===== src/hdl/b32m_pkg.sv =====
`default_nettype none

package b32m_pkg;

   localparam int ACC_W    = 30;
   localparam int SYMBOL_W = 5;
   localparam int VALUE_W  = 7;
   localparam int CSR_IDX_W = 1;

   localparam logic [ACC_W-1:0] GEN_POLY [5] = '{
      30'h3b6a57b2, 30'h26508e6d, 30'h1ea119fa, 30'h3d4233dd, 30'h2a1462b3
   };

   localparam logic [ACC_W-1:0] ACC_INIT            = 30'd1;
   localparam logic [ACC_W-1:0] FINAL_CONSTANT_INIT = 30'h2bc830a3;

   localparam logic [CSR_IDX_W-1:0] CSR_MODE           = 1'd0;
   localparam logic [CSR_IDX_W-1:0] CSR_FINAL_CONSTANT = 1'd1;

   localparam logic CMD_PREFIX  = 1'b0;
   localparam logic CMD_DATA    = 1'b1;
   localparam logic MODE_VERIFY = 1'b0;
   localparam logic MODE_CREATE = 1'b1;

endpackage

`default_nettype wire


===== src/hdl/b32m_req_if.sv =====
`default_nettype none

interface b32m_req_if
   import b32m_pkg::*;
();
   logic               valid;
   logic               ready;
   logic               cmd;
   logic [VALUE_W-1:0] value;
   logic               last;

   modport source (output valid, cmd, value, last, input ready);
   modport sink   (input valid, cmd, value, last, output ready);
endinterface

`default_nettype wire


===== src/hdl/b32m_rsp_if.sv =====
`default_nettype none

interface b32m_rsp_if
   import b32m_pkg::*;
();
   logic                valid;
   logic                ready;
   logic [SYMBOL_W-1:0] symbol;
   logic                checksum_ok;
   logic                seq_error;
   logic                end_of_run;

   modport source (output valid, symbol, checksum_ok, seq_error, end_of_run, input ready);
   modport sink   (input valid, symbol, checksum_ok, seq_error, end_of_run, output ready);
endinterface

`default_nettype wire


===== src/hdl/b32m_ram.sv =====
`default_nettype none

module b32m_ram #(
   parameter int WIDTH = 8,
   parameter int DEPTH = 16,
   parameter int AW    = (DEPTH > 1) ? $clog2(DEPTH) : 1
) (
   input  wire logic             clock,
   input  wire logic             we,
   input  wire logic [AW-1:0]    waddr,
   input  wire logic [WIDTH-1:0] wdata,
   input  wire logic [AW-1:0]    raddr,
   output logic      [WIDTH-1:0] rdata
);

   logic [WIDTH-1:0] mem_ff [DEPTH];
   logic [WIDTH-1:0] rdata_ff;

   always_ff @(posedge clock) begin
      if (we) begin
         mem_ff[waddr] <= wdata;
      end
      rdata_ff <= mem_ff[raddr];
   end

   assign rdata = rdata_ff;

endmodule

`default_nettype wire


===== src/hdl/b32m_fold.sv =====
`default_nettype none

module b32m_fold
   import b32m_pkg::*;
(
   input  wire logic [ACC_W-1:0]    acc,
   input  wire logic [SYMBOL_W-1:0] sym,
   output logic      [ACC_W-1:0]    acc_next
);

   always_comb begin
      acc_next = {acc[ACC_W-SYMBOL_W-1:0], sym};
      for (int k = 0; k < 5; k++) begin
         if (acc[ACC_W-SYMBOL_W+k]) begin
            acc_next = acc_next ^ GEN_POLY[k];
         end
      end
   end

endmodule

`default_nettype wire


===== src/hdl/bech32m_checksum.sv =====
`default_nettype none

// Streaming Bech32 / Bech32m checksum engine. Send prefix characters (cmd 0),
// then 5-bit data symbols (cmd 1), with last set on the final word. Each word
// of the prefix or of the data phase passes through the single polymod fold
// unit. The first data word (or the end of a string without data) starts a
// zero fold and a replay of the stored low bits of the prefix through the one
// read port of the prefix RAM. At the end, verify mode gives one result word;
// create mode folds six zeros and then gives six symbol words, one per cycle
// while the receiver takes them. The input is not ready while the replay or
// the finish runs; the finish also holds it while an earlier result word
// waits to be taken. The final result word of a string may still wait in the
// output register while the next string is being accepted.
module bech32m_checksum
   import b32m_pkg::*;
#(
   parameter int MAX_PREFIX = 83
) (
   input  wire logic                 clock,
   input  wire logic                 reset,
   b32m_req_if.sink                  req,
   b32m_rsp_if.source                rsp,
   input  wire logic                 csr_we,
   input  wire logic [CSR_IDX_W-1:0] csr_index,
   input  wire logic [ACC_W-1:0]     csr_wdata
);

   localparam int CW = $clog2(MAX_PREFIX + 1);
   localparam int AW = (MAX_PREFIX > 1) ? $clog2(MAX_PREFIX) : 1;

   typedef enum logic [2:0] {
      S_IDLE, S_ZERO, S_REPLAY, S_PEND, S_TAIL, S_EMIT
   } state_type;

   state_type           state_ff, state_in, finish_state;
   logic [ACC_W-1:0]    acc_ff, acc_in;
   logic [CW-1:0]       count_ff, count_in;
   logic [CW-1:0]       ptr_ff, ptr_in;
   logic                data_ph_ff, data_ph_in;
   logic                err_ff, err_in;
   logic                pend_data_ff, pend_data_in;
   logic                pend_last_ff, pend_last_in;
   logic [VALUE_W-1:0]  pend_val_ff, pend_val_in;
   logic [2:0]          cnt_ff, cnt_in;
   logic                mode_ff, mode_in;
   logic [ACC_W-1:0]    fc_ff, fc_in;
   logic                rsp_valid_ff, rsp_valid_in;
   logic [SYMBOL_W-1:0] sym_ff, sym_in;
   logic                ok_ff, ok_in;
   logic                serr_ff, serr_in;
   logic                eor_ff, eor_in;

   logic [SYMBOL_W-1:0] fold_sym;
   logic [ACC_W-1:0]    fold_out;
   logic                ram_we;
   logic [AW-1:0]       ram_waddr;
   logic [SYMBOL_W-1:0] ram_wdata;
   logic [AW-1:0]       ram_raddr;
   logic [SYMBOL_W-1:0] ram_rdata;
   logic                out_free;
   logic                eor;

   b32m_fold u_fold (
      .acc      (acc_ff),
      .sym      (fold_sym),
      .acc_next (fold_out)
   );

   b32m_ram #(
      .WIDTH (SYMBOL_W),
      .DEPTH (MAX_PREFIX),
      .AW    (AW)
   ) u_prefix_ram (
      .clock (clock),
      .we    (ram_we),
      .waddr (ram_waddr),
      .wdata (ram_wdata),
      .raddr (ram_raddr),
      .rdata (ram_rdata)
   );

   always_comb begin
      state_in     = state_ff;
      acc_in       = acc_ff;
      count_in     = count_ff;
      ptr_in       = ptr_ff;
      data_ph_in   = data_ph_ff;
      err_in       = err_ff;
      pend_data_in = pend_data_ff;
      pend_last_in = pend_last_ff;
      pend_val_in  = pend_val_ff;
      cnt_in       = cnt_ff;
      mode_in      = mode_ff;
      fc_in        = fc_ff;
      sym_in       = sym_ff;
      ok_in        = ok_ff;
      serr_in      = serr_ff;
      eor_in       = eor_ff;
      fold_sym     = '0;
      ram_we       = 1'b0;
      ram_waddr    = count_ff[AW-1:0];
      ram_wdata    = req.value[SYMBOL_W-1:0];
      ram_raddr    = ptr_ff[AW-1:0];
      eor          = 1'b0;
      out_free     = !rsp_valid_ff || rsp.ready;
      rsp_valid_in = rsp_valid_ff && !rsp.ready;
      finish_state = (mode_ff == MODE_CREATE) ? S_TAIL : S_EMIT;

      if (csr_we) begin
         case (csr_index)
            CSR_MODE: begin
               mode_in = csr_wdata[0];
            end
            CSR_FINAL_CONSTANT: begin
               fc_in = csr_wdata;
            end
            default: begin
            end
         endcase
      end

      case (state_ff)
         S_IDLE: begin
            if (req.valid) begin
               pend_val_in  = req.value;
               pend_last_in = req.last;
               if (req.cmd == CMD_PREFIX) begin
                  if (data_ph_ff || count_ff == CW'(MAX_PREFIX)) begin
                     err_in = 1'b1;
                  end else begin
                     fold_sym = {3'b000, req.value[VALUE_W-1:SYMBOL_W]};
                     acc_in   = fold_out;
                     ram_we   = 1'b1;
                     count_in = count_ff + CW'(1);
                  end
                  if (req.last) begin
                     pend_data_in = 1'b0;
                     state_in     = data_ph_ff ? finish_state : S_ZERO;
                  end
               end else if (!data_ph_ff) begin
                  pend_data_in = 1'b1;
                  state_in     = S_ZERO;
               end else begin
                  if (req.value[VALUE_W-1:SYMBOL_W] != 2'b00) begin
                     err_in = 1'b1;
                  end else begin
                     fold_sym = req.value[SYMBOL_W-1:0];
                     acc_in   = fold_out;
                  end
                  if (req.last) begin
                     state_in = finish_state;
                  end
               end
            end
         end
         S_ZERO: begin
            acc_in = fold_out;
            ptr_in = CW'(1);
            if (count_ff == '0) begin
               ptr_in     = '0;
               data_ph_in = 1'b1;
               state_in   = S_PEND;
            end else begin
               state_in = S_REPLAY;
            end
         end
         S_REPLAY: begin
            fold_sym = ram_rdata;
            acc_in   = fold_out;
            if (ptr_ff == count_ff) begin
               ptr_in     = '0;
               data_ph_in = 1'b1;
               state_in   = S_PEND;
            end else begin
               ptr_in = ptr_ff + CW'(1);
            end
         end
         S_PEND: begin
            if (pend_data_ff) begin
               if (pend_val_ff[VALUE_W-1:SYMBOL_W] != 2'b00) begin
                  err_in = 1'b1;
               end else begin
                  fold_sym = pend_val_ff[SYMBOL_W-1:0];
                  acc_in   = fold_out;
               end
            end
            state_in = pend_last_ff ? finish_state : S_IDLE;
         end
         S_TAIL: begin
            acc_in = fold_out;
            cnt_in = cnt_ff + 3'd1;
            if (cnt_ff == 3'd5) begin
               acc_in   = fold_out ^ fc_ff;
               cnt_in   = '0;
               state_in = S_EMIT;
            end
         end
         S_EMIT: begin
            if (out_free) begin
               rsp_valid_in = 1'b1;
               serr_in      = err_ff;
               if (mode_ff == MODE_CREATE) begin
                  sym_in = acc_ff[ACC_W-1:ACC_W-SYMBOL_W];
                  ok_in  = 1'b0;
                  acc_in = {acc_ff[ACC_W-SYMBOL_W-1:0], {SYMBOL_W{1'b0}}};
                  eor    = (cnt_ff == 3'd5);
                  cnt_in = cnt_ff + 3'd1;
               end else begin
                  sym_in = '0;
                  ok_in  = (acc_ff == fc_ff);
                  eor    = 1'b1;
               end
               eor_in = eor;
               if (eor) begin
                  acc_in     = ACC_INIT;
                  count_in   = '0;
                  data_ph_in = 1'b0;
                  err_in     = 1'b0;
                  cnt_in     = '0;
                  state_in   = S_IDLE;
               end
            end
         end
         default: begin
            state_in = S_IDLE;
         end
      endcase
   end

   always_ff @(posedge clock) begin
      if (reset) begin
         state_ff     <= S_IDLE;
         acc_ff       <= ACC_INIT;
         count_ff     <= '0;
         ptr_ff       <= '0;
         data_ph_ff   <= 1'b0;
         err_ff       <= 1'b0;
         pend_data_ff <= 1'b0;
         pend_last_ff <= 1'b0;
         cnt_ff       <= '0;
         mode_ff      <= MODE_VERIFY;
         fc_ff        <= FINAL_CONSTANT_INIT;
         rsp_valid_ff <= 1'b0;
      end else begin
         state_ff     <= state_in;
         acc_ff       <= acc_in;
         count_ff     <= count_in;
         ptr_ff       <= ptr_in;
         data_ph_ff   <= data_ph_in;
         err_ff       <= err_in;
         pend_data_ff <= pend_data_in;
         pend_last_ff <= pend_last_in;
         cnt_ff       <= cnt_in;
         mode_ff      <= mode_in;
         fc_ff        <= fc_in;
         rsp_valid_ff <= rsp_valid_in;
      end
      pend_val_ff <= pend_val_in;
      sym_ff      <= sym_in;
      ok_ff       <= ok_in;
      serr_ff     <= serr_in;
      eor_ff      <= eor_in;
   end

   assign req.ready       = (state_ff == S_IDLE);
   assign rsp.valid       = rsp_valid_ff;
   assign rsp.symbol      = sym_ff;
   assign rsp.checksum_ok = ok_ff;
   assign rsp.seq_error   = serr_ff;
   assign rsp.end_of_run  = eor_ff;

endmodule

`default_nettype wire


===== src/flat_wrapper.sv =====
// flat-port wrapper written by rule: the top's interface ports become plain ports
module bech32m_checksum_flat import b32m_pkg::*;
#(
   parameter int MAX_PREFIX = 83
)
  (clock, reset, csr_we, csr_index, csr_wdata, req_valid, req_cmd, req_value, req_last, req_ready, rsp_valid, rsp_symbol, rsp_checksum_ok, rsp_seq_error, rsp_end_of_run, rsp_ready);
  b32m_req_if req_i ();
  b32m_rsp_if rsp_i ();
  input  wire logic clock;
  input  wire logic reset;
  input  wire logic csr_we;
  input  wire logic [CSR_IDX_W-1:0] csr_index;
  input  wire logic [ACC_W-1:0] csr_wdata;
  input wire logic [$bits(req_i.valid)-1:0] req_valid;
  input wire logic [$bits(req_i.cmd)-1:0] req_cmd;
  input wire logic [$bits(req_i.value)-1:0] req_value;
  input wire logic [$bits(req_i.last)-1:0] req_last;
  output wire logic [$bits(req_i.ready)-1:0] req_ready;
  output wire logic [$bits(rsp_i.valid)-1:0] rsp_valid;
  output wire logic [$bits(rsp_i.symbol)-1:0] rsp_symbol;
  output wire logic [$bits(rsp_i.checksum_ok)-1:0] rsp_checksum_ok;
  output wire logic [$bits(rsp_i.seq_error)-1:0] rsp_seq_error;
  output wire logic [$bits(rsp_i.end_of_run)-1:0] rsp_end_of_run;
  input wire logic [$bits(rsp_i.ready)-1:0] rsp_ready;
  assign req_i.valid = req_valid;
  assign req_i.cmd = req_cmd;
  assign req_i.value = req_value;
  assign req_i.last = req_last;
  assign req_ready = req_i.ready;
  assign rsp_valid = rsp_i.valid;
  assign rsp_symbol = rsp_i.symbol;
  assign rsp_checksum_ok = rsp_i.checksum_ok;
  assign rsp_seq_error = rsp_i.seq_error;
  assign rsp_end_of_run = rsp_i.end_of_run;
  assign rsp_i.ready = rsp_ready;
  bech32m_checksum #(.MAX_PREFIX(MAX_PREFIX)) u_core (.clock(clock), .reset(reset), .req(req_i), .rsp(rsp_i), .csr_we(csr_we), .csr_index(csr_index), .csr_wdata(csr_wdata));
endmodule

===== config.mk =====
export PLATFORM = sky130hd
export DESIGN_NAME = bech32m_checksum_flat
export DESIGN_NICKNAME = d
export VERILOG_FILES = /design/src/hdl/b32m_pkg.sv /design/src/hdl/b32m_req_if.sv /design/src/hdl/b32m_rsp_if.sv /design/src/hdl/b32m_ram.sv /design/src/hdl/b32m_fold.sv /design/src/hdl/bech32m_checksum.sv /design/src/flat_wrapper.sv
export SDC_FILE = /design/constraint.sdc
export NUM_CORES = 1
export LEC_CHECK = 0
export ABC_AREA = 1
export CAP_MARGIN = 5
export CELL_PAD_IN_SITES_DETAIL_PLACEMENT = 1
export CELL_PAD_IN_SITES_GLOBAL_PLACEMENT = 1
export CORE_MARGIN = 2
export CORE_UTILIZATION = 30
export CTS_BUF_LIST = sky130_fd_sc_hd__clkbuf_16
export CTS_CLUSTER_SIZE = 30
export DETAILED_ROUTE_END_ITERATION = 12
export DONT_BUFFER_PORTS = 1
export MAX_ROUTING_LAYER = met4
export PLACE_DENSITY = 0.54
export SLEW_MARGIN = 20
export SYNTH_ARGS = -nofsm -noshare
export SYNTH_HDL_FRONTEND = slang
export SYNTH_SLANG_ARGS = --single-unit

===== constraint.sdc =====
create_clock -name clock -period 2.4 [get_ports clock]
set_input_delay 0.24 -clock clock [delete_from_list [all_inputs] [get_ports clock]]
set_output_delay 0.24 -clock clock [all_outputs]
set_load 0.02 [all_outputs]

==> results.toml, run 1 <==
[worst_setup_path]
criticalPathCategory = "reg -> reg"
worstPathArrival_ps = 2560
startpoint_type = "flip-flop"
required_ps = 2640
worstSetupEndpointType = "flip-flop"
crit_fanout = 5

[drt]
wl_per_cell_um = 21.80
via_per_inst = 5.027
ant_nets = 0
first_pass_iters = 7
route.detailed.drc = 0
drt-total-wl_um = 74990
vias = 17290
drt_iter0_markers = 1016

[clock_network]
numClockSinks = 521
root_buffer = "clkbuf_16"
ctsLongestPathBuffers = 3
cts_tree = "yes"
cts_htree_levels = 2
cts.clk_slew.worst_paths_ps = 60
clock_latency_ps = 660
numCtsBuffers = 60

[power]
leakagePower_nw = 9.584
ir_worst_vdd_mv = 0.5809
power_density_nw_per_um2 = 1071
total_power_mw = 29.37

[sta]
timing.final.crit_share = 0.9681
post-route-min-period_ps = 2323
holdWs_ps = -5.635
setup_viol = 0
max_clock_freq_mhz = 430.4
max_slew_margin = 0.5154
finalHoldViolCount = 1
slew_violations = 0
skew_ps = 73.60
rsz0062_at_grt = "true"
worstMarginPinSlew_ps = 726.0
fin_tns_setup_ps = 0

[synth]
synth_edf_count = 430
synth_seq_area_share = 0.6360
netlist_area_um2 = 23170
synth_ff_type = "edfxtp_1"
synthCells = 2313
yosys_warnings = 0
synth_fp_nets = 2363
async_flop_share = 0
syn-mean-instance-area_um2 = 10.02
yosysUniqueCellTypes = 47
ys_ff_latch = 521

[global_route]
top_usage_layer = "met2"
grtUsageTotal = 0.1945
antenna_found_initial = 0
first_global_vias = 18260
met1_usage = 0.2463
met3_usage = 0.02494
use_met2 = 0.3212
grt_pass1_wl_um = 112900
grt_max_degree = 86
overflow = 0

[status]
violations = "negative hold slack"
status = "complete, but fails checks"

[place]
dpl.hpwl_um = 47060
gp_congestion = 0.8417
port_buffers = 0
dp_cells = 3280
post_dp_cell_area_um2 = 24630

[final_layout]
drive_gt1_frac = 0.1012
antenna_cells = 0
finish.instance_area_um2 = 27430
multi_input_area_um2 = 7500
fin_nets = 2409
regArea_um2 = 14740
fillers = 8406
area_growth_pct = 18.42
final_cells = 3440

[hold_path]
hp-class = "in -> reg"

[die]
die_area_um2 = 79460
die_h_um = 281.9
start_util = 0.3040
die_w_um = 281.9
core_region_area_um2 = 76200
fp-row-count = 101
pin_count = 55

[job]
drv_cap = 0
-- metrics by stage --
step | worst slack, ps | hold WS (ps) | util
2_1_floorplan | 357.8 | 338.9 | -
3_3_place_gp | 65.13 | 312.8 | 0.3232
3_5_place_dp | -22.52 | 319.4 | 0.3232
4_1_cts | -50.16 | 11.79 | 0.3592
5_1_grt | -96.29 | 5.166 | 0.3600
6_report | 76.62 | -5.635 | 0.3600
-- cells in the final DEF, fill, tap and decap left out, drive strengths merged, types with 3 or more instances in the layout --
master and n:
nand2 445, edfxtp 430, nor2 310, o21ai 240
nand3 191, a21oi 125, inv 122, dfxtp 91
buf 80, o22ai 65, clkbuf 60, dlygate4sd3 41
xor2 36, xnor2 30, o211ai 29, clkinv 29
bufinv 13, nand4 10, nor3 9, o221ai 6
or2 5, nand3b 5, a211oi 5, ha 5
clkinvlp 5, nor4 4, a221oi 4, o2111ai 3
-- cell usage after synthesis, types with 3 or more instances --
| cell | number | area [µm²] |
|---|---|---|
| a211oi_1 | 5 | 37.54 |
| a21oi_1 | 122 | 610.6 |
| a21oi_2 | 3 | 26.28 |
| a221oi_1 | 4 | 35.03 |
| buf_1 | 17 | 63.81 |
| buf_2 | 39 | 195.2 |
| clkbuf_1 | 79 | 296.5 |
| clkinv_1 | 5 | 18.77 |
| dfxtp_1 | 91 | 1822 |
| edfxtp_1 | 430 | 12910 |
| ha_1 | 5 | 62.56 |
| inv_1 | 103 | 386.6 |
| inv_2 | 8 | 30.03 |
| nand2_1 | 442 | 1659 |
| nand2_2 | 3 | 18.77 |
| nand3_1 | 185 | 925.9 |
| nand3_2 | 5 | 50.05 |
| nand3b_1 | 5 | 37.54 |
| nand4_1 | 10 | 62.56 |
| nor2_1 | 304 | 1141 |
| nor2_2 | 5 | 31.28 |
| nor3_1 | 7 | 35.03 |
| nor4_1 | 4 | 25.02 |
| o2111ai_1 | 3 | 26.28 |
| o211ai_1 | 29 | 217.7 |
| o21ai_0 | 223 | 1116 |
| o21ai_1 | 16 | 80.08 |
| o221ai_1 | 6 | 52.55 |
| o22ai_1 | 65 | 406.6 |
| or2_2 | 5 | 31.28 |
| xnor2_1 | 29 | 254.0 |
| xor2_1 | 36 | 315.3 |
-- cells by family after synthesis --
family,after synthesis,share of synthesized area
AOI/OAI and AO/OA,487,0.1162
xor gates and xnor gates,66,0.02528
adders and majority gates,5,0.002700
buffers and inverters,253,0.04342
DFF,521,0.6360
and+or+nand+nor,981,0.1764
-- flip-flops by register name, indices dropped and copies added (netlist names), 3 cells and up --
name                        cells
u_core.acc_ff                  30
u_core.cnt_ff                   3
u_core.count_ff                 7
u_core.fc_ff                   30
u_core.pend_val_ff              7
u_core.ptr_ff                   7
u_core.rsp.symbol               5
u_core.state_ff                 3
u_core.u_prefix_ram.mem_ff    415
u_core.u_prefix_ram.rdata       5
-- repair_timing --
action	in CTS	in global routing
pin swaps	0	0
endpoints found under the hold margin	499	0
setup buffers	0	0
hold buffers	47	0
setup endpoints to repair	32	151
gates resized for setup	5	22
-- critical path, stage by stage, from the launching register on --
cell	delay, ps
dfxtp_1	320
ha_1	220
nand2_1	110
o21ai_0	120
nor3_2	210
inv_2	100
nor2_2	170
nand3_2	90
buf_4	200
nor2_1	370
-- metal layers --
layer | vias to the layer above | wire length, µm
met5 | - | 0
met4 | 0 | 2329
li1 | 8189 | -
met2 | 280 | 36330
met1 | 8693 | 33970
met3 | 131 | 2356
-- path summary, 6_finish.rpt --
path	from	endpoint	slack (ps)	cells after the start
setup / recovery	u_core.count_ff[0]	u_core.u_prefix_ram.mem_ff[11][1]	80	9
hold / removal	req_value[2]	u_core.u_prefix_ram.mem_ff[65][2]	-6	1
setup reg to reg	u_core.count_ff[0]	u_core.u_prefix_ram.mem_ff[11][1]	80	9
hold reg to reg	u_core.cnt_ff[2]	u_core.cnt_ff[2]	480	2
-- final cells by class --
type,count,share of cell area
Timing Repair Buffer,121,0.04734
Clock buffer,60,0.05473
Sequential cell,521,0.5374
Clock inverter,53,0.02422
Multi-Input combinational cell,1539,0.2734
Inverter,116,0.01596
Tap cell,1030,0.04698
-- where the power goes --
part           switching [mW]  internal [mW]
sequential              0.484           10.2
clock                    3.92           5.99
combinational            5.85           2.92
(Power assumes the default switching activity.)
==> inputs of run 2 (changes only) <==
- CORE_UTILIZATION: 30 -> 45
- PLACE_DENSITY: 0.54 -> 0.77
- clock period: 2.4 -> 1.93 ns (I/O delays scaled with it)
==> run 2 against run 1 <==
The run ends with negative hold slack, negative setup slack left. Flip-flop and latch count stayed put. Sequential share of layout area is 3.0 points lower. Count of clock-buffer cells in the layout is 5 lower. Worst hold slack worse by 36 ps. Wire length is 9.2% higher. Total power is 28% higher. Sequential power is 24% higher. Final cell count is 6.9% lower. Combinational power is 60% higher. First-iteration DRC count is 100% higher. Worst setup slack worse by 240 ps. Critical endpoint is now u_core.u_prefix_ram.mem_ff[19][4]. Largest power group is now combinational cells. Highest routed layer unchanged.
==> results.toml, run 2 (same netlist as run 1, synthesis figures left out) <==
[status]
status = "complete, but fails checks"
violations = "negative hold slack, negative setup slack"

[die]
start_util = 0.4534
core_region_area_um2 = 51090
die_w_um = 230.9
fp-row-count = 83
die_area_um2 = 53310
pin_count = 55
die_h_um = 230.9

[global_route]
grt_pass1_wl_um = 113900
grt_max_degree = 86
grtUsageTotal = 0.2872
first_global_vias = 19840
overflow = 0
antenna_found_initial = 1

[drt]
drt_iter0_markers = 2082
first_pass_iters = 5
route.detailed.drc = 0
ant_nets = 0
drt-total-wl_um = 81910
vias = 19240
via_per_inst = 6.006
wl_per_cell_um = 25.57

[final_layout]
drive_gt1_frac = 0.1820
final_common_cell = "edfxtp_1"
area_growth_pct = 25.38
top_register = "u_core.u_prefix_ram.mem_ff"
final_cells = 3203
layout_common_cells = "edfxtp_1 (430), nand2_1 (425), nor2_1 (226), o21ai_0 (185), nand3_1 (174)"
largest_reg_flops = 415
reg.largest.list = "u_core.u_prefix_ram.mem_ff (415), u_core.acc_ff (30), u_core.fc_ff (30)"
fin_nets = 2527

[place]
pre_cts_ws_ps = -281.6
gp_congestion = 0.9213
port_buffers = 0
dp_cells = 3028
dpl.hpwl_um = 45710

[sta]
timing.final.crit_share = 1.082
fin_ws_ps = -158.5
skew_ps = 51.59
finalHoldViolCount = 44
post-route-min-period_ps = 2088
max_slew_margin = 0.4040
fin_tns_setup_ps = -25150
holdWs_ps = -42.03
max_clock_freq_mhz = 478.8
setup_viol = 387
slew_violations = 0
rsz0062_at_grt = "true"
worstMarginPinSlew_ps = 893.0

[worst_setup_path]
startpoint_type = "flip-flop"
critical_path.max_stage_delay_ps = 340
required_ps = 2270
slowest_stage = "dfxtp_2"
criticalPathCategory = "reg -> reg"
crit_fanout = 5
worstSetupEndpointType = "flip-flop"
crit_path_cell_trace = "ha_4, nand2_4, o21ai_4, nor3_4, inv_2, nor2_4, nand3_4, buf_8, nor2_1, buf_4"
worstPathArrival_ps = 2430

[job]
drv_cap = 0

[clock_network]
numCtsBuffers = 54
numClockSinks = 521
root_buffer = "clkbuf_16"
clock_latency_ps = 640
cts.clk_slew.worst_paths_ps = 70
ctsLongestPathBuffers = 3
cts_tree = "yes"
cts_htree_levels = 2

[power]
power_density_nw_per_um2 = 1297
total_power_mw = 37.68
ir_worst_vdd_mv = 0.8401
leakagePower_nw = 10.35

[hold_path]
hp-class = "in -> reg"
[run 2: path summary, 6_finish.rpt]
path	start	endpoint	slack [ps]	cells after the start
setup reg to reg	u_core.count_ff[0]	u_core.u_prefix_ram.mem_ff[19][4]	-160	10
hold reg to reg	u_core.pend_last_ff	u_core.pend_last_ff	480	2
hold / removal	req_value[3]	u_core.u_prefix_ram.mem_ff[66][3]	-40	1
setup / recovery	u_core.count_ff[0]	u_core.u_prefix_ram.mem_ff[19][4]	-160	10
[run 2: layout make-up]
class                      count  area [µm²]
timing repair inverter         1       8.758
inverter                     116       464.2
clock inverter                46       355.3
multi-input combinational   1540        8294
fill                        5387       22050
clock buffer                  55        1376
tap                          680       850.8
sequential                   521       14750
timing repair buffer         243        2944
antenna                        1       2.502
[run 2: where the power goes]
| group | switching, mW | internal [mW] | total (mW) | leakage [nW] |
|---|---|---|---|---|
| Combinational | 8.72 | 5.31 | 14.0 | 4.86 |
| Clock | 4.72 | 5.64 | 10.4 | 0.875 |
| Sequential | 0.597 | 12.7 | 13.3 | 4.62 |
[run 2: layer usage]
metal  vias up  share of wire  track usage
li1       8432              -            -
met5         -              0            -
met3       245          0.068      0.04570
met1      9735           0.39       0.3432
met2       825           0.50       0.4879
met4         0          0.046       0.1123
[run 2: timing repair]
item / CTS / global route
endpoints found under the setup margin: 440 / 463
gates resized for setup: 158 / 163
pin swaps: 15 / 24
hold buffers: 47 / 0
setup buffers: 9 / 15
endpoints found under the hold margin: 494 / 0
cloned: 3 / 16
[run 2: critical path: cells and delay by family (launching register included)]
kind,cells,cell delay [ps]
simple gates,5,750
buf+inv,3,440
flops,1,340
fa+ha+maj,1,170
compound gates,1,70
[run 2: stage by stage]
stage	utilization	area, µm²
finish	0.5685	29050
detailed placement	0.4919	25130
CTS	0.5526	28230
global placement	0.4919	25130
global route	0.5685	29050
floorplan	-	23310
